`src/chtt_pkg.sv`:
```
`timescale 1ns / 1ps
// ----------------------------------------------------------------------------
// chtt_pkg
// Shared types, widths and codes for the coalesced hash translation table.
// ----------------------------------------------------------------------------
package chtt_pkg;

  localparam int TABLE_SIZE = 1024;
  localparam int IDX_W      = $clog2(TABLE_SIZE);
  localparam int CNT_W      = IDX_W + 1;
  localparam int KEY_W      = 32;
  localparam int CODE_W     = 32;
  localparam int TAG_W      = 4;
  localparam int OP_W       = 2;
  localparam int BUCKET_W   = 10;
  localparam int STAT_W     = 3;

  // operations
  localparam logic [OP_W-1:0] OP_LOOKUP = 2'd0;
  localparam logic [OP_W-1:0] OP_ADD    = 2'd1;
  localparam logic [OP_W-1:0] OP_SET    = 2'd2;

  // result status
  localparam logic [STAT_W-1:0] ST_FOUND     = 3'd0;
  localparam logic [STAT_W-1:0] ST_ADDED     = 3'd1;
  localparam logic [STAT_W-1:0] ST_NOT_FOUND = 3'd2;
  localparam logic [STAT_W-1:0] ST_FULL      = 3'd3;
  localparam logic [STAT_W-1:0] ST_SUSPENDED = 3'd4;

  // table read selects
  localparam logic [1:0] RD_NONE  = 2'd0;
  localparam logic [1:0] RD_HOME  = 2'd1;
  localparam logic [1:0] RD_CHAIN = 2'd2;
  localparam logic [1:0] RD_PROBE = 2'd3;

  // table write selects
  localparam logic [1:0] WR_NONE  = 2'd0;
  localparam logic [1:0] WR_CLEAR = 2'd1;
  localparam logic [1:0] WR_UPD   = 2'd2;
  localparam logic [1:0] WR_LINK  = 2'd3;

  typedef struct packed {
    logic [OP_W-1:0]     operation;
    logic [KEY_W-1:0]    key_pc;
    logic [BUCKET_W-1:0] bucket;
    logic [CODE_W-1:0]   new_code_address;
    logic [TAG_W-1:0]    new_isa_tag;
    logic                threads_suspended;
  } req_t;

  typedef struct packed {
    logic [STAT_W-1:0] status;
    logic [IDX_W-1:0]  slot_index;
    logic [CODE_W-1:0] code_address;
    logic [TAG_W-1:0]  isa_tag;
    logic [CNT_W-1:0]  used_count;
  } rsp_t;

  typedef struct packed {
    logic [KEY_W-1:0]  key;
    logic [CNT_W-1:0]  next;
    logic [CODE_W-1:0] code;
    logic [TAG_W-1:0]  isa;
  } slot_t;

  localparam int SLOT_W = $bits(slot_t);

  typedef struct packed {
    logic              latch;
    logic [1:0]        rd;
    logic              save_prev;
    logic [1:0]        wr;
    logic              clr_step;
    logic              finish;
    logic [STAT_W-1:0] fin_status;
    logic              fin_add;
  } cmd_t;

  typedef struct packed {
    logic            key_zero;
    logic [OP_W-1:0] op;
    logic            susp;
    logic            match;
    logic            at_end;
    logic            slot_empty;
    logic            probe_full;
    logic            clr_last;
  } sts_t;

endpackage

```
`src/chtt_ctrl.sv`:
```
`timescale 1ns / 1ps
// ----------------------------------------------------------------------------
// chtt_ctrl
// Sequencer: clearing pass, decode, chain walk, free-slot probe and link.
// ----------------------------------------------------------------------------
module chtt_ctrl (
  input  logic          clk,
  input  logic          rst,
  input  logic          start,
  output logic          busy,
  input  chtt_pkg::sts_t sts,
  output chtt_pkg::cmd_t cmd
);

  localparam logic [2:0] S_CLEAR  = 3'd0;
  localparam logic [2:0] S_IDLE   = 3'd1;
  localparam logic [2:0] S_DECODE = 3'd2;
  localparam logic [2:0] S_WALK   = 3'd3;
  localparam logic [2:0] S_PROBE  = 3'd4;
  localparam logic [2:0] S_LINK   = 3'd5;

  logic [2:0] state;
  logic [2:0] state_next;

  always_ff @(posedge clk) begin
    if (rst) begin
      state <= S_CLEAR;
    end else begin
      state <= state_next;
    end
  end

  assign busy = (state != S_IDLE);

  always_comb begin
    cmd        = '0;
    state_next = state;
    case (state)
      S_CLEAR: begin
        cmd.wr       = chtt_pkg::WR_CLEAR;
        cmd.clr_step = 1'b1;
        if (sts.clr_last) begin
          state_next = S_IDLE;
        end
      end
      S_IDLE: begin
        if (start) begin
          cmd.latch  = 1'b1;
          state_next = S_DECODE;
        end
      end
      S_DECODE: begin
        if (sts.key_zero || !(sts.op == chtt_pkg::OP_LOOKUP || sts.op == chtt_pkg::OP_ADD ||
                              sts.op == chtt_pkg::OP_SET)) begin
          cmd.finish     = 1'b1;
          cmd.fin_status = chtt_pkg::ST_NOT_FOUND;
          state_next     = S_IDLE;
        end else if (sts.op == chtt_pkg::OP_LOOKUP && sts.susp) begin
          cmd.finish     = 1'b1;
          cmd.fin_status = chtt_pkg::ST_SUSPENDED;
          state_next     = S_IDLE;
        end else begin
          cmd.rd     = chtt_pkg::RD_HOME;
          state_next = S_WALK;
        end
      end
      S_WALK: begin
        if (sts.match) begin
          if (sts.op == chtt_pkg::OP_SET) begin
            cmd.wr = chtt_pkg::WR_UPD;
          end
          cmd.finish     = 1'b1;
          cmd.fin_status = chtt_pkg::ST_FOUND;
          state_next     = S_IDLE;
        end else if (sts.at_end) begin
          if (sts.op == chtt_pkg::OP_LOOKUP) begin
            cmd.finish     = 1'b1;
            cmd.fin_status = chtt_pkg::ST_NOT_FOUND;
            state_next     = S_IDLE;
          end else if (sts.slot_empty) begin
            // empty home slot: take it in place
            cmd.wr         = chtt_pkg::WR_UPD;
            cmd.finish     = 1'b1;
            cmd.fin_status = chtt_pkg::ST_ADDED;
            cmd.fin_add    = 1'b1;
            state_next     = S_IDLE;
          end else begin
            cmd.rd        = chtt_pkg::RD_PROBE;
            cmd.save_prev = 1'b1;
            state_next    = S_PROBE;
          end
        end else begin
          cmd.rd = chtt_pkg::RD_CHAIN;
        end
      end
      S_PROBE: begin
        if (sts.slot_empty) begin
          cmd.wr     = chtt_pkg::WR_LINK;
          state_next = S_LINK;
        end else if (sts.probe_full) begin
          cmd.finish     = 1'b1;
          cmd.fin_status = chtt_pkg::ST_FULL;
          state_next     = S_IDLE;
        end else begin
          cmd.rd = chtt_pkg::RD_PROBE;
        end
      end
      S_LINK: begin
        cmd.wr         = chtt_pkg::WR_UPD;
        cmd.finish     = 1'b1;
        cmd.fin_status = chtt_pkg::ST_ADDED;
        cmd.fin_add    = 1'b1;
        state_next     = S_IDLE;
      end
      default: begin
        state_next = S_CLEAR;
      end
    endcase
  end

endmodule

```
`config.mk`:
```
export PLATFORM = sky130hd
export DESIGN_NAME = chtt_ctrl
export DESIGN_NICKNAME = d
export VERILOG_FILES = /design/src/chtt_pkg.sv /design/src/chtt_ctrl.sv
export SDC_FILE = /design/constraint.sdc
export NUM_CORES = 1
export LEC_CHECK = 0
export ABC_AREA = 1
export BUFFER_PORTS_ARGS = -buffer_cell sky130_fd_sc_hd__buf_2
export CORE_AREA = 8 8 45 47
export DETAILED_ROUTE_END_ITERATION = 16
export DIE_AREA = 0 0 53 55
export PLACE_DENSITY_LB_ADDON = 0.25
export SLEW_MARGIN = 25
export SYNTH_ARGS = -nofsm -noshare
export SYNTH_HDL_FRONTEND = slang
export SYNTH_SLANG_ARGS = --single-unit
```
`constraint.sdc`:
```
create_clock -name clk -period 1.7 [get_ports clk]
set_input_delay 0 -clock clk [delete_from_list [all_inputs] [get_ports clk]]
set_output_delay 0 -clock clk [all_outputs]
set_load 0.02 [all_outputs]
```
==> impl_results.md <==
* Status: completed
* Worst Slack Setup Final at 0.195 ns
* Storage cell area at 61.3 µm²
* Placed cell areas at 589 µm²
* Distinct cells, synth at 20
* Gate Count Post-Synth at 86
* Fin Setup TNS at 0 ns
* Deepest clock path buffer count at 2
* DR pass1 iterations at 6
* Yosys reg bits at 3
* CP Class: reg -> out
* Final hold violation count at 0
* Pint at 0.231 mW
* IO buf count at 24
* Final Cell Area at 632 µm²
* GP Congestion at 0.879
* Global-route wire length before repair at 2.43 mm
* Largest net degree at the start of global routing at 10
* Clock-pin slew on the worst setup and hold paths at 0.03 ns
* # DRC at 0
* Via count at 620
* DR WL/cell at 10.6 µm
* CTS tree: yes
* DP Worst Slack at 0.440 ns
* Sw frac at 42.6%
* Total gr overflow at 0
* Fin. max-slew vios at 0
* Peak supply drop at 398 µV
* Final cell count without fillers at 130
* DRT Wirelength at 1.37 mm
* Via density at 4.77
* Top cells by area, synth: nand2_1 (20%), dfxtp_1 (13%), inv_1 (12%)
* Seq pwr share at 23.1%
* Post-layout min period at 1.51 ns
* Syn Std Cell Area at 457 µm²
* RSZ-0062 raised after global routing: no
* Fin crit share at 88.5%
* CP Cell Sequence: inv_2 -> nor3_2 -> nand3_1 -> o2111ai_1 -> buf_2
* Setup bufs post-CTS at 0
* Post-synthesis sequential area ratio at 13.2%
* Power per cell area at 637 nW/µm²
* Slowest cell delay on critical path at 0.46 ns
* Die height at 55 µm
* Synth warn at 0
* Crit path DAT at 1.51 ns
* P_sw at 0.171 mW
* Max Clk Rate at 0.664 GHz
* Width of the die at 53 µm
* Crit-path slowest cell: dfxtp_1
* GRT Total Usage at 10.9%
* Maxcap violations at 0
* Site Rows at 14
* Synth top area share at 19.7%
* Layout filler cell count at 163
* Top Registers: state: 3 flops
* Top Layer Used: met4
* WP data required at 1.70 ns
* Num CTS Buffers at 3
* Wire length on met3 at 111 µm
* Layout Area Growth over Synthesis at 38.4%
* Initial antenna violation count at 0
* # H-tree levels at 1
* Clock power frac at 31.2%
* Sink Count at 3
* Crit start category: flip-flop
* Met2 routed WL at 596 µm
* Vias in the first global route at 574
* CP bufs+invs at 2
* Wl on met1 at 643 µm
* Post-DP HPWL at 1.19 mm
* Leakage at 0.386 nW
* Die ar. at 2920 µm²
* Setup violators final at 0
* CP delay by family, top: flip-flops
* Syn Nets at 98
* Area leader, netlist: nand2_1
* Drt initial violations at 19
* # IOs at 25
* Final net count at 127
* Clock root buffer: clkbuf_4
* Actual slew at the worst max-slew pin at 0.325 ns
* Core area at 1380 µm²
* Slew Limit Headroom at 78.2%
* Gate power share at 45.7%
* Largest register FFs at 3
* Final Skew at 0.000480 ns
* N_diodes at 0
* Max Fanout on Critical Path at 6
* Tightest Hold Check Type: in -> reg
* Crit. End Element: output port
* Area taken by multi-input logic gates at 330 µm²
* Initial core utilization at 33.0%
* Syn avg cell area at 5.31 µm²
* Placed cells at 125
* Clk_lat worst skew at 0.23 ns
* Fin Hold WS at 0.165 ns
* Reg with most FFs: state
* Fraction of layout cells with a size suffix above 1 at 36.8%
* Post-route ant nets at 0
-- power groups by stage --
stage	clock (mW)	combinational (mW)	sequential (mW)
finish	0.125	0.184	0.0931
floorplan	0	0.127	0.0911
CTS	0.129	0.185	0.0929
global placement	0	0.184	0.0940
detailed placement	0	0.183	0.0939
global route	0.133	0.208	0.0943
-- cells by family (layout without fill, tap and decap cells) --
family                 Yosys count  in the layout  synth area share (%)
AOI/OAI and AO/OA                8              8                  12.1
buffers and inverters           18             46                  15.6
DFF                              3              3                  13.2
and+or+nand+nor                 57             57                  59.2
-- synthesized netlist by cell type --
cell type	n
nor3_1	3
a21oi_1	3
nand4_1	2
dfxtp_1	3
inv_1	14
nor2_1	10
inv_2	3
nor2_2	4
nand3b_1	1
o21ai_0	1
a21oi_2	2
o2111ai_1	1
o41ai_1	1
nand3_1	9
buf_4	1
nand3_2	1
nand2_2	1
nand2_1	24
nor2_4	1
nor3_2	1
-- repair_timing --
action,in CTS,in global routing
endpoints found under the setup margin,0,1
endpoints found under the hold margin,3,0
gates resized for setup,0,2
hold buffers,1,0
-- layout make-up --
cell class / count / share of cell area, %
multi-input combinational: 65 / 52.3
timing repair buffer: 25 / 20.6
inverter: 17 / 10.1
sequential: 3 / 9.70
clock buffer: 4 / 4.16
tap: 16 / 3.17
-- through the flow --
step / utilization (%) / power [mW]
3_5_place_dp: 42.6 / 0.277
5_1_grt: 45.7 / 0.435
3_3_place_gp: 42.6 / 0.278
4_1_cts: 45.2 / 0.407
2_1_floorplan: - / 0.218
6_report: 45.7 / 0.403
-- path summary, 6_finish.rpt --
path,from,to,slack [ns],depth (start not counted)
max,state[1]$_SDFFE_PP0P_,cmd[4],0.19,5
min,sts[1],state[2]$_SDFFE_PP0P_,0.17,4
min reg2reg,state[0]$_SDFFE_PP0P_,state[0]$_SDFFE_PP0P_,0.58,2
max reg2reg,state[1]$_SDFFE_PP0P_,state[1]$_SDFFE_PP0P_,0.48,6
-- layer usage --
layer / GRT usage [%] / vias to the layer above
met5: 0 / -
met4: 6.03 / 0
met3: 4.28 / 4
met2: 16.0 / 26
met1: 13.2 / 262
li1: - / 328
-- worst min-delay path, stage by stage --
cell     delay, ns
buf_2         0.07
inv_1         0.06
nand3_1       0.14
a21oi_1       0.08
-- cells in the final DEF (no fill, tap or decap) --
cell / count
clkbuf_1: 1
nand4_1: 2
buf_2: 24
nor3_1: 2
nor2_4: 1
dfxtp_1: 2
a21oi_1: 3
a21oi_2: 2
nor3_2: 2
nand2_1: 24
inv_1: 14
o2111ai_1: 1
nand3_1: 9
o41ai_1: 1
nand2_2: 1
nor2_2: 4
nor2_1: 10
clkbuf_4: 3
o21ai_0: 1
nand3b_1: 1
dlygate4sd3_1: 1
inv_2: 3
dfxtp_2: 1
nand3_2: 1
Power figures use the tool's default switching activity.
